==> config.mk <==
export PLATFORM = sky130hd
export DESIGN_NAME = utf8_stream_decoder_flat
export DESIGN_NICKNAME = d
export VERILOG_FILES = /design/src/rtl/utf8d_pkg.sv /design/src/rtl/utf8d_if.sv /design/src/rtl/utf8_stream_decoder.sv /design/src/flat_wrapper.sv
export SDC_FILE = /design/constraint.sdc
export NUM_CORES = 1
export LEC_CHECK = 0
export ABC_AREA = 1
export BUFFER_PORTS_ARGS = -buffer_cell sky130_fd_sc_hd__buf_2
export CAP_MARGIN = 0
export CORE_MARGIN = 4
export CORE_UTILIZATION = 45
export CTS_CLUSTER_DIAMETER = 30
export DETAILED_ROUTE_END_ITERATION = 10
export PLACE_DENSITY = 0.64
export RECOVER_POWER = 100
export SETUP_SLACK_MARGIN = 0.15
export SLEW_MARGIN = 15
export SYNTH_ARGS = -nofsm -noshare
export SYNTH_HDL_FRONTEND = slang
export SYNTH_SLANG_ARGS = --single-unit
==> constraint.sdc <==
create_clock -name clk -period 6.18 [get_ports clk]
set_input_delay 0.618 -clock clk [delete_from_list [all_inputs] [get_ports clk]]
set_output_delay 0.618 -clock clk [all_outputs]
set_load 0.02 [all_outputs]
==> src/rtl/utf8d_pkg.sv <==
// Shared types, constants and a helper function for the UTF-8 stream decoder.
// Used by the channel interfaces and by the decoder top level.
package utf8d_pkg;

  // Payload widths.
  localparam int ByteW  = 8;
  localparam int CodeW  = 32;
  localparam int CountW = 3;

  // Most results one input byte can produce: flush, value and terminator.
  localparam int MaxResults = 3;

  // Byte classification masks.
  localparam logic [ByteW-1:0] ContMask  = 8'hc0;
  localparam logic [ByteW-1:0] ContTag   = 8'h80;
  localparam logic [ByteW-1:0] SixBits   = 8'h3f;
  localparam logic [ByteW-1:0] SevenBits = 8'h7f;

  // One decoded result.
  typedef struct packed {
    logic [CodeW-1:0] code_value;
    logic             string_end;
  } result_t;

  // Length of the run of ones just below the top bit of a lead byte (0 to 7).
  function automatic logic [CountW-1:0] lead_run(input logic [ByteW-1:0] b);
    logic [CountW-1:0] run;
    logic              going;
    run   = '0;
    going = 1'b1;
    for (int i = ByteW - 2; i >= 0; i--) begin
      if (going && b[i]) begin
        run = run + CountW'(1);
      end else begin
        going = 1'b0;
      end
    end
    return run;
  endfunction

endpackage

==> src/rtl/utf8d_if.sv <==
// Valid/ready channel interfaces for the byte input and the code point output.
// Depends on utf8d_pkg for the payload widths.
interface utf8d_in_if;
  import utf8d_pkg::*;
  logic             valid;
  logic             ready;
  logic [ByteW-1:0] in_byte;
  logic             buffer_end;

  modport source (output valid, output in_byte, output buffer_end, input ready);
  modport sink   (input valid, input in_byte, input buffer_end, output ready);
endinterface

interface utf8d_out_if;
  import utf8d_pkg::*;
  logic             valid;
  logic             ready;
  logic [CodeW-1:0] code_value;
  logic             string_end;

  modport source (output valid, output code_value, output string_end, input ready);
  modport sink   (input valid, input code_value, input string_end, output ready);
endinterface

==> src/rtl/utf8_stream_decoder.sv <==
// UTF-8 style stream decoder: one byte per request in, code points out.
// Depends on utf8d_pkg and the channel interfaces in utf8d_if.sv.
// A byte's first result is registered and offered in the cycle after acceptance.
// Throughput: one byte per cycle while each byte gives at most one result and
// the output is ready; a byte with more results holds the input while they drain.
// Reset (synchronous, rst_n low) closes any open sequence and empties the output.
module utf8_stream_decoder (
  input  logic               clk,
  input  logic               rst_n,
  utf8d_in_if.sink           in_ch,
  utf8d_out_if.source        out_ch
);
  import utf8d_pkg::*;

  // Decoder state.
  logic [CountW-1:0] pend_r, pend_nxt;
  logic [CodeW-1:0]  part_r, part_nxt;
  logic              open_r, open_nxt;

  // Result register: up to three results, slot 0 is offered first.
  result_t           slot_r [MaxResults];
  result_t           grp_nxt [MaxResults];
  logic [1:0]        cnt_r;
  logic [1:0]        n_nxt;

  logic [ByteW-1:0]  b;
  logic [CountW-1:0] run;
  logic              is_cont;
  logic              zero_seen;
  logic              take;
  logic              pop;

  localparam result_t Term = '{code_value: '0, string_end: 1'b1};

  // Handshake: accept while the result register will be empty next cycle.
  assign pop          = out_ch.valid && out_ch.ready;
  assign in_ch.ready  = (cnt_r == 2'd0) || (cnt_r == 2'd1 && out_ch.ready);
  assign take         = in_ch.valid && in_ch.ready;

  assign out_ch.valid      = (cnt_r != 2'd0);
  assign out_ch.code_value = slot_r[0].code_value;
  assign out_ch.string_end = slot_r[0].string_end;

  assign b       = in_ch.in_byte;
  assign is_cont = ((b & ContMask) == ContTag);
  assign run     = lead_run(b);

  // Decode one byte into the next state and a group of results.
  always_comb begin
    pend_nxt  = pend_r;
    part_nxt  = part_r;
    open_nxt  = open_r;
    n_nxt     = 2'd0;
    zero_seen = 1'b0;
    for (int k = 0; k < MaxResults; k++) begin
      grp_nxt[k] = '0;
    end

    if (open_r && is_cont) begin
      // Continuation: shift in six bits, emit when the count is met.
      part_nxt = {part_r[CodeW-7:0], b[5:0]};
      pend_nxt = pend_r - CountW'(1);
      if (pend_nxt == '0) begin
        grp_nxt[n_nxt] = '{code_value: part_nxt, string_end: 1'b0};
        n_nxt          = n_nxt + 2'd1;
        pend_nxt       = '0;
        part_nxt       = '0;
        open_nxt       = 1'b0;
      end
    end else begin
      // Any other byte first flushes an open partial value.
      if (open_r) begin
        grp_nxt[n_nxt] = '{code_value: part_r, string_end: 1'b0};
        n_nxt          = n_nxt + 2'd1;
        pend_nxt       = '0;
        part_nxt       = '0;
        open_nxt       = 1'b0;
      end
      if (b == '0) begin
        // Zero byte ends the string; the end mark adds nothing more.
        grp_nxt[n_nxt] = Term;
        n_nxt          = n_nxt + 2'd1;
        zero_seen      = 1'b1;
      end else if (!b[ByteW-1]) begin
        grp_nxt[n_nxt] = '{code_value: CodeW'(b), string_end: 1'b0};
        n_nxt          = n_nxt + 2'd1;
      end else if (run == '0) begin
        // Lone continuation byte yields its low seven bits.
        grp_nxt[n_nxt] = '{code_value: CodeW'(b & SevenBits), string_end: 1'b0};
        n_nxt          = n_nxt + 2'd1;
      end else begin
        // Lead byte opens a sequence seeded by the bits under the run.
        pend_nxt = run;
        part_nxt = CodeW'(b & (SevenBits >> run));
        open_nxt = 1'b1;
      end
    end

    // End mark: flush what is open and close the string.
    if (in_ch.buffer_end && !zero_seen) begin
      if (open_nxt) begin
        grp_nxt[n_nxt] = '{code_value: part_nxt, string_end: 1'b0};
        n_nxt          = n_nxt + 2'd1;
      end
      grp_nxt[n_nxt] = Term;
      n_nxt          = n_nxt + 2'd1;
      pend_nxt       = '0;
      part_nxt       = '0;
      open_nxt       = 1'b0;
    end
  end

  // State and result register.
  always_ff @(posedge clk) begin
    if (!rst_n) begin
      pend_r <= '0;
      part_r <= '0;
      open_r <= 1'b0;
      cnt_r  <= 2'd0;
    end else if (take) begin
      pend_r <= pend_nxt;
      part_r <= part_nxt;
      open_r <= open_nxt;
      cnt_r  <= n_nxt;
      for (int k = 0; k < MaxResults; k++) begin
        slot_r[k] <= grp_nxt[k];
      end
    end else if (pop) begin
      cnt_r <= cnt_r - 2'd1;
      for (int k = 0; k < MaxResults - 1; k++) begin
        slot_r[k] <= slot_r[k+1];
      end
    end
  end

endmodule

==> src/flat_wrapper.sv <==
// flat-port wrapper written by rule: the top's interface ports become plain ports
module utf8_stream_decoder_flat import utf8d_pkg::*;
  (clk, rst_n, in_ch_valid, in_ch_in_byte, in_ch_buffer_end, in_ch_ready, out_ch_valid, out_ch_code_value, out_ch_string_end, out_ch_ready);
  utf8d_in_if in_ch_i ();
  utf8d_out_if out_ch_i ();
  input  logic clk;
  input  logic rst_n;
  input wire logic [$bits(in_ch_i.valid)-1:0] in_ch_valid;
  input wire logic [$bits(in_ch_i.in_byte)-1:0] in_ch_in_byte;
  input wire logic [$bits(in_ch_i.buffer_end)-1:0] in_ch_buffer_end;
  output wire logic [$bits(in_ch_i.ready)-1:0] in_ch_ready;
  output wire logic [$bits(out_ch_i.valid)-1:0] out_ch_valid;
  output wire logic [$bits(out_ch_i.code_value)-1:0] out_ch_code_value;
  output wire logic [$bits(out_ch_i.string_end)-1:0] out_ch_string_end;
  input wire logic [$bits(out_ch_i.ready)-1:0] out_ch_ready;
  assign in_ch_i.valid = in_ch_valid;
  assign in_ch_i.in_byte = in_ch_in_byte;
  assign in_ch_i.buffer_end = in_ch_buffer_end;
  assign in_ch_ready = in_ch_i.ready;
  assign out_ch_valid = out_ch_i.valid;
  assign out_ch_code_value = out_ch_i.code_value;
  assign out_ch_string_end = out_ch_i.string_end;
  assign out_ch_i.ready = out_ch_ready;
  utf8_stream_decoder u_core (.clk(clk), .rst_n(rst_n), .in_ch(in_ch_i), .out_ch(out_ch_i));
endmodule
==> results of run 1 <==
## metrics by stage
stage	util [%]	instances	hold slack, ns	setup slack (ns)
after floorplan	-	1096	0.477	0.830
after global placement	46.9	1307	0.496	0.561
after detailed placement	46.9	1307	0.499	0.402
after CTS	50.0	1339	0.457	0.835
after global routing	49.0	1339	0.476	0.212
final	49.0	1339	0.463	0.657
## worst paths after layout
check / from / to / slack (ns)
worst max-delay path: in_ch_in_byte[6] / u_core.slot_r[0][1] / 0.66
worst min-delay path: rst_n / u_core.cnt_r[0] / 0.46
worst max register to register: u_core.cnt_r[0] / u_core.slot_r[0][30] / 1.56
worst min register to register: u_core.part_r[31] / u_core.part_r[31] / 0.50
## Yosys cell counts, types with 2 or more instances
| cell | number |
|---|---|
| buf_6 | 5 |
| nor2_1 | 211 |
| clkinv_1 | 3 |
| a21oi_1 | 27 |
| o22ai_1 | 60 |
| nand3_2 | 2 |
| o21ai_0 | 48 |
| buf_2 | 5 |
| nor2_4 | 2 |
| buf_4 | 36 |
| inv_1 | 109 |
| nand4_1 | 11 |
| nand2_2 | 6 |
| or2_2 | 2 |
| edfxtp_1 | 99 |
| nand2_1 | 299 |
| ha_1 | 16 |
| dfxtp_1 | 38 |
| inv_2 | 4 |
| nand3_1 | 42 |
| nand4_4 | 2 |
| o21ai_2 | 20 |
| clkbuf_1 | 34 |
| nand3_4 | 3 |
## sequential cells by signal, indices dropped and copies added, names as in the netlist
name	cells
u_core.slot_r	99
u_core.part_r	32
u_core.pend_r	3
u_core.cnt_r	2
u_core.open_r	1
## tightest hold or removal path, delay by kind of cell
family / cells / cell delay [ns]
buffers and inverters: 1 / 0.11
AOI/OAI and AO/OA: 2 / 0.10
## cell type report
class	instances	area share [%]
sequential	137	42.3
multi-input combinational	761	39.6
clock buffer	20	5.06
inverter	117	5.00
timing repair buffer	63	3.44
tap	229	3.24
clock inverter	12	1.33
## cells by family after synthesis
kind of cell / count (synthesis) / synth area share (%)
buf+inv: 198 / 11.2
simple gates: 586 / 29.5
compound gates: 158 / 11.5
fa+ha+maj: 16 / 2.43
flops: 137 / 45.2
xor+xnor: 1 / 0.106
## report_power, final
part,total (mW),leakage (nW),switching [mW],internal [mW]
Clock,0.976,0.269,0.407,0.569
Sequential,1.21,1.26,0.0364,1.18
Combinational,0.612,2.18,0.469,0.142
Total,2.80,3.71,0.913,1.89
## per-layer routing
| layer | share of wire, % | track usage, % |
|---|---|---|
| met1 | 47 | 29.7 |
| met2 | 45 | 32.9 |
| met3 | 6.2 | 3.63 |
| met4 | 2.1 | 7.04 |
| met5 | 0 | 0 |
==> flow_summary.yaml, run 1 <==
flow_run:
  max_cap_violations: 3
setup_path:
  reg2reg_depth: 6
  crit_path_end_kind: "flop"
  crit_buf_inv: 4
  slowest_stage: "nand2_2"
  crit_family: "simple AND/OR/NAND/NOR gates"
  critical-path-max-stage-delay_ns: 0.58
  cp.arrival_ns: 5.69
  path_max_fanout: 35
  crit_required_ns: 6.35
  startpoint_type: "primary input"
  worstSetupPathType: "primary input to flop"
  worst-path-stages: 29
  cp_common_cell: "nand2_1"
min_path:
  hold_class: "primary input to flop"
  hold-path-cell-count: 3
grt:
  grt_usage_pct: 21.0
  antenna_found_initial: 0
  first_global_vias: 6554
  grt_max_degree: 44
  grt_pass1_wl_um: 34200
  overflow: 0
timing:
  tightest_slew_ns: 3.09
  drv_slew: 100
  finClkSkew_ns: 0.00537
  final.setup.tns_ns: 0
  min_period_ns: 5.52
  timing.fmax_mhz: 181
  rsz0062_at_grt: "false"
  period_share_pct: 89.4
  maxSlewHeadroom_pct: -106
  hold_viol_final: 0
  report.final.setup_viol: 0
synthesis:
  yosysTopAreaCellShare_pct: 36.0
  syn_area_mm2: 0.00825
  ys_warn_count: 0
  netlist_instances: 1096
  ys.flop_type: "edfxtp_1"
  synthArstFlopShare_pct: 0
  yosysSeqAreaShare_pct: 45.2
  synth-edff-count: 99
  syn_nets: 1125
  synthTopCellsByArea: "edfxtp_1 36%, nand2_1 14%, nor2_1 9.6%, dfxtp_1 9.2%, inv_1 5.0%"
  yosys.area.top_type: "edfxtp_1"
  ys_ff_latch: 137
  synth_cell_types: 36
  avgSynthCellArea_um2: 7.53
cells_and_area:
  mostFrequentLayoutCells: "300 x nand2_1, 209 x nor2_1, 109 x inv_1, 99 x edfxtp_1, 67 x o21ai_0"
  area_growth_pct: 7.00
  fin_area_mm2: 0.00883
  multi_input_area_mm2: 0.00350
  seqCellArea_mm2: 0.00373
  fin_nets: 1126
  drive_gt1_share_pct: 7.21
  num_antenna_cells: 0
  final_common_cell: "nand2_1"
  fill_cells: 1842
clocking:
  ctsResizeCount: 0
  htree_levels: 4
  holdBufCountCts: 0
  cts_made_buffers: 17
  cts_root_buffer: "clkbuf_16"
  clock_sinks: 137
  clock_latency_ns: 0.42
  clockBufferDepth: 2
  postCtsSetupBuffers: 0
  path_clk_slew_ns: 0.06
  cts_tree: "yes"
routing:
  drt_wl_total_um: 21300
  wire_per_inst_um: 15.9
  routed-via-count: 7033
  drt_first_pass_iters: 6
  routed_via_density: 5.25
  detail-route-antenna-nets: 0
  remaining_drc_errors: 0
  first_iter_violations: 638
floorplan:
  row_count: 49
  coreArea_mm2: 0.0180
  dieWidth_um: 143
  start_util_pct: 45.8
  die-area_mm2: 0.0206
  ios: 48
  die_h_um: 143
place:
  place_area_mm2: 0.00845
  dp_hpwl_um: 13600
  place_congestion: 0.880
  io_buffers: 47
power:
  ir_drop_uv: 230
  p_total_mw: 2.80
  powerDensity_mw_per_mm2: 317
  power.leakage_nw: 3.71
run_status:
  status: "finished with violations"
  violations: "capacitance limit, slew limit"
(Power assumes the default switching activity.)
==> run 2: changes to the inputs <==
- PLACE_DENSITY: 0.64 -> 0.66
- clock period: 6.18 -> 4.95 ns (I/O delays scaled with it)
==> flow_summary.yaml, run 2 (synthesized netlist as in run 1, its figures left out) <==
floorplan:
  die-area_mm2: 0.0206
  coreArea_mm2: 0.0180
  ios: 48
  dieWidth_um: 143
  die_h_um: 143
  start_util_pct: 45.8
  row_count: 49
setup_path:
  path_max_fanout: 8
  cp_common_cell: "nand2_1"
  crit_required_ns: 5.12
  slowest_stage: "clkbuf_1"
  worstSetupPathType: "primary input to flop"
  crit_path_end_kind: "flop"
  cp.arrival_ns: 4.76
  startpoint_type: "primary input"
  critical-path-max-stage-delay_ns: 0.45
  rrSetupSlack_ns: 1.09
cells_and_area:
  area_growth_pct: 10.1
  fin_nets: 1146
  multi_input_area_mm2: 0.00359
  top_register: "u_core.slot_r"
  fill_cells: 1831
  final_common_cell: "nand2_1"
  largest_reg_flops: 99
  top_regs: "u_core.slot_r x99, u_core.part_r x32, u_core.pend_r x3"
  mostFrequentLayoutCells: "298 x nand2_1, 207 x nor2_1, 107 x inv_1, 99 x edfxtp_1, 65 x o21ai_0"
  seqCellArea_mm2: 0.00373
  layout.cells.non_filler: 1359
  num_antenna_cells: 0
  drive_gt1_share_pct: 10.2
power:
  p_total_mw: 3.55
  pwr-share-comb_pct: 22.8
  powerDensity_mw_per_mm2: 390
  power_frac_clock_pct: 34.5
  ir_drop_uv: 272
  p_switching_mw: 1.16
  switching_share_pct: 32.8
  seq_power_share_pct: 42.7
  power.leakage_nw: 3.85
  intPower_mw: 2.38
place:
  dp_hpwl_um: 14000
  place_ws_ns: -0.131
  placed_cells: 1326
  io_buffers: 47
  place_congestion: 0.908
routing:
  remaining_drc_errors: 0
  detail-route-antenna-nets: 0
  drt_wl_total_um: 21900
  routed-via-count: 7179
  routed_via_density: 5.28
  drt_first_pass_iters: 5
  first_iter_violations: 817
  wire_per_inst_um: 16.1
timing:
  timing.fmax_mhz: 218
  layout_setup_ws_ns: 0.356
  min_period_ns: 4.59
  rsz0062_at_grt: "false"
  final.setup.tns_ns: 0
  tightest_slew_ns: 2.28
  period_share_pct: 92.8
  hold_viol_final: 0
  drv_slew: 100
  maxSlewHeadroom_pct: -51.8
  hold_slack_ns: 0.332
  finClkSkew_ns: 0.00695
  report.final.setup_viol: 0
clocking:
  clock_latency_ns: 0.43
  cts_made_buffers: 17
  clock_sinks: 137
  path_clk_slew_ns: 0.06
  htree_levels: 4
  holdBufCountCts: 0
  clockBufferDepth: 2
  cts_tree: "yes"
  cts_root_buffer: "clkbuf_16"
run_status:
  violations: "capacitance limit, slew limit"
  status: "finished with violations"
grt:
  grt_usage_pct: 21.9
  antenna_found_initial: 0
  grt_max_degree: 66
  first_global_vias: 6867
  grt_pass1_wl_um: 35600
  overflow: 0
min_path:
  hold_class: "primary input to flop"
flow_run:
  max_cap_violations: 2
## run 2: final cells by class
class / instances / share of cell area (%)
Sequential cell: 137 / 41.1
Multi-Input combinational cell: 761 / 39.5
Clock buffer: 19 / 4.88
Timing Repair Buffer: 83 / 5.18
Clock inverter: 13 / 1.32
Tap cell: 229 / 3.15
Inverter: 117 / 4.86
## run 2: routing by layer
metal | track usage, % | part of all wire [%] | vias to the layer above | routed length, um
met5 | 0 | 0 | - | 0
li1 | - | - | 3576 | -
met2 | 34.5 | 45 | 228 | 9920
met3 | 3.66 | 5.7 | 34 | 1240
met1 | 30.9 | 47 | 3341 | 10300
met4 | 7.48 | 1.9 | 0 | 417
## run 2: per-stage QoR
| stage | instance area [um^2] | util (%) |
|---|---|---|
| after floorplan | 8300 | - |
| after global placement | 8630 | 47.9 |
| after detailed placement | 8630 | 47.9 |
| after CTS | 9190 | 51.0 |
| after global routing | 9080 | 50.4 |
| final | 9080 | 50.4 |
## run 2: power by group through the flow
stage / Clock (mW) / Combinational (mW) / Sequential [mW]
final: 1.22 / 0.809 / 1.51
after global routing: 1.29 / 0.903 / 1.53
after CTS: 1.23 / 0.850 / 1.51
after detailed placement: 0 / 0.842 / 1.53
after global placement: 0 / 0.836 / 1.53
after floorplan: 0 / 0.633 / 1.54
## run 2: path summary, 6_finish.rpt
check / startpoint / end / cells past startpoint
hold reg to reg: u_core.part_r[29] / u_core.part_r[29] / 2
setup / recovery: in_ch_in_byte[6] / u_core.slot_r[0][6] / 30
setup reg to reg: u_core.open_r / u_core.slot_r[0][34] / 11
hold / removal: rst_n / u_core.cnt_r[1] / 3
## run 2: worst max-delay path: cells and delay by family
| kind | cells | cell delay, ns |
|---|---|---|
| adders and majority gates | 6 | 1.56 |
| and+or+nand+nor | 16 | 1.63 |
| buffers and inverters | 7 | 0.99 |
| AOI/OAI and AO/OA | 1 | 0.07 |
## run 2: what timing repair did
action | 4_1_cts | 5_1_grt
gates resized for setup | 0 | 14
buffers inserted | 0 | 1
setup endpoints to repair | 0 | 97
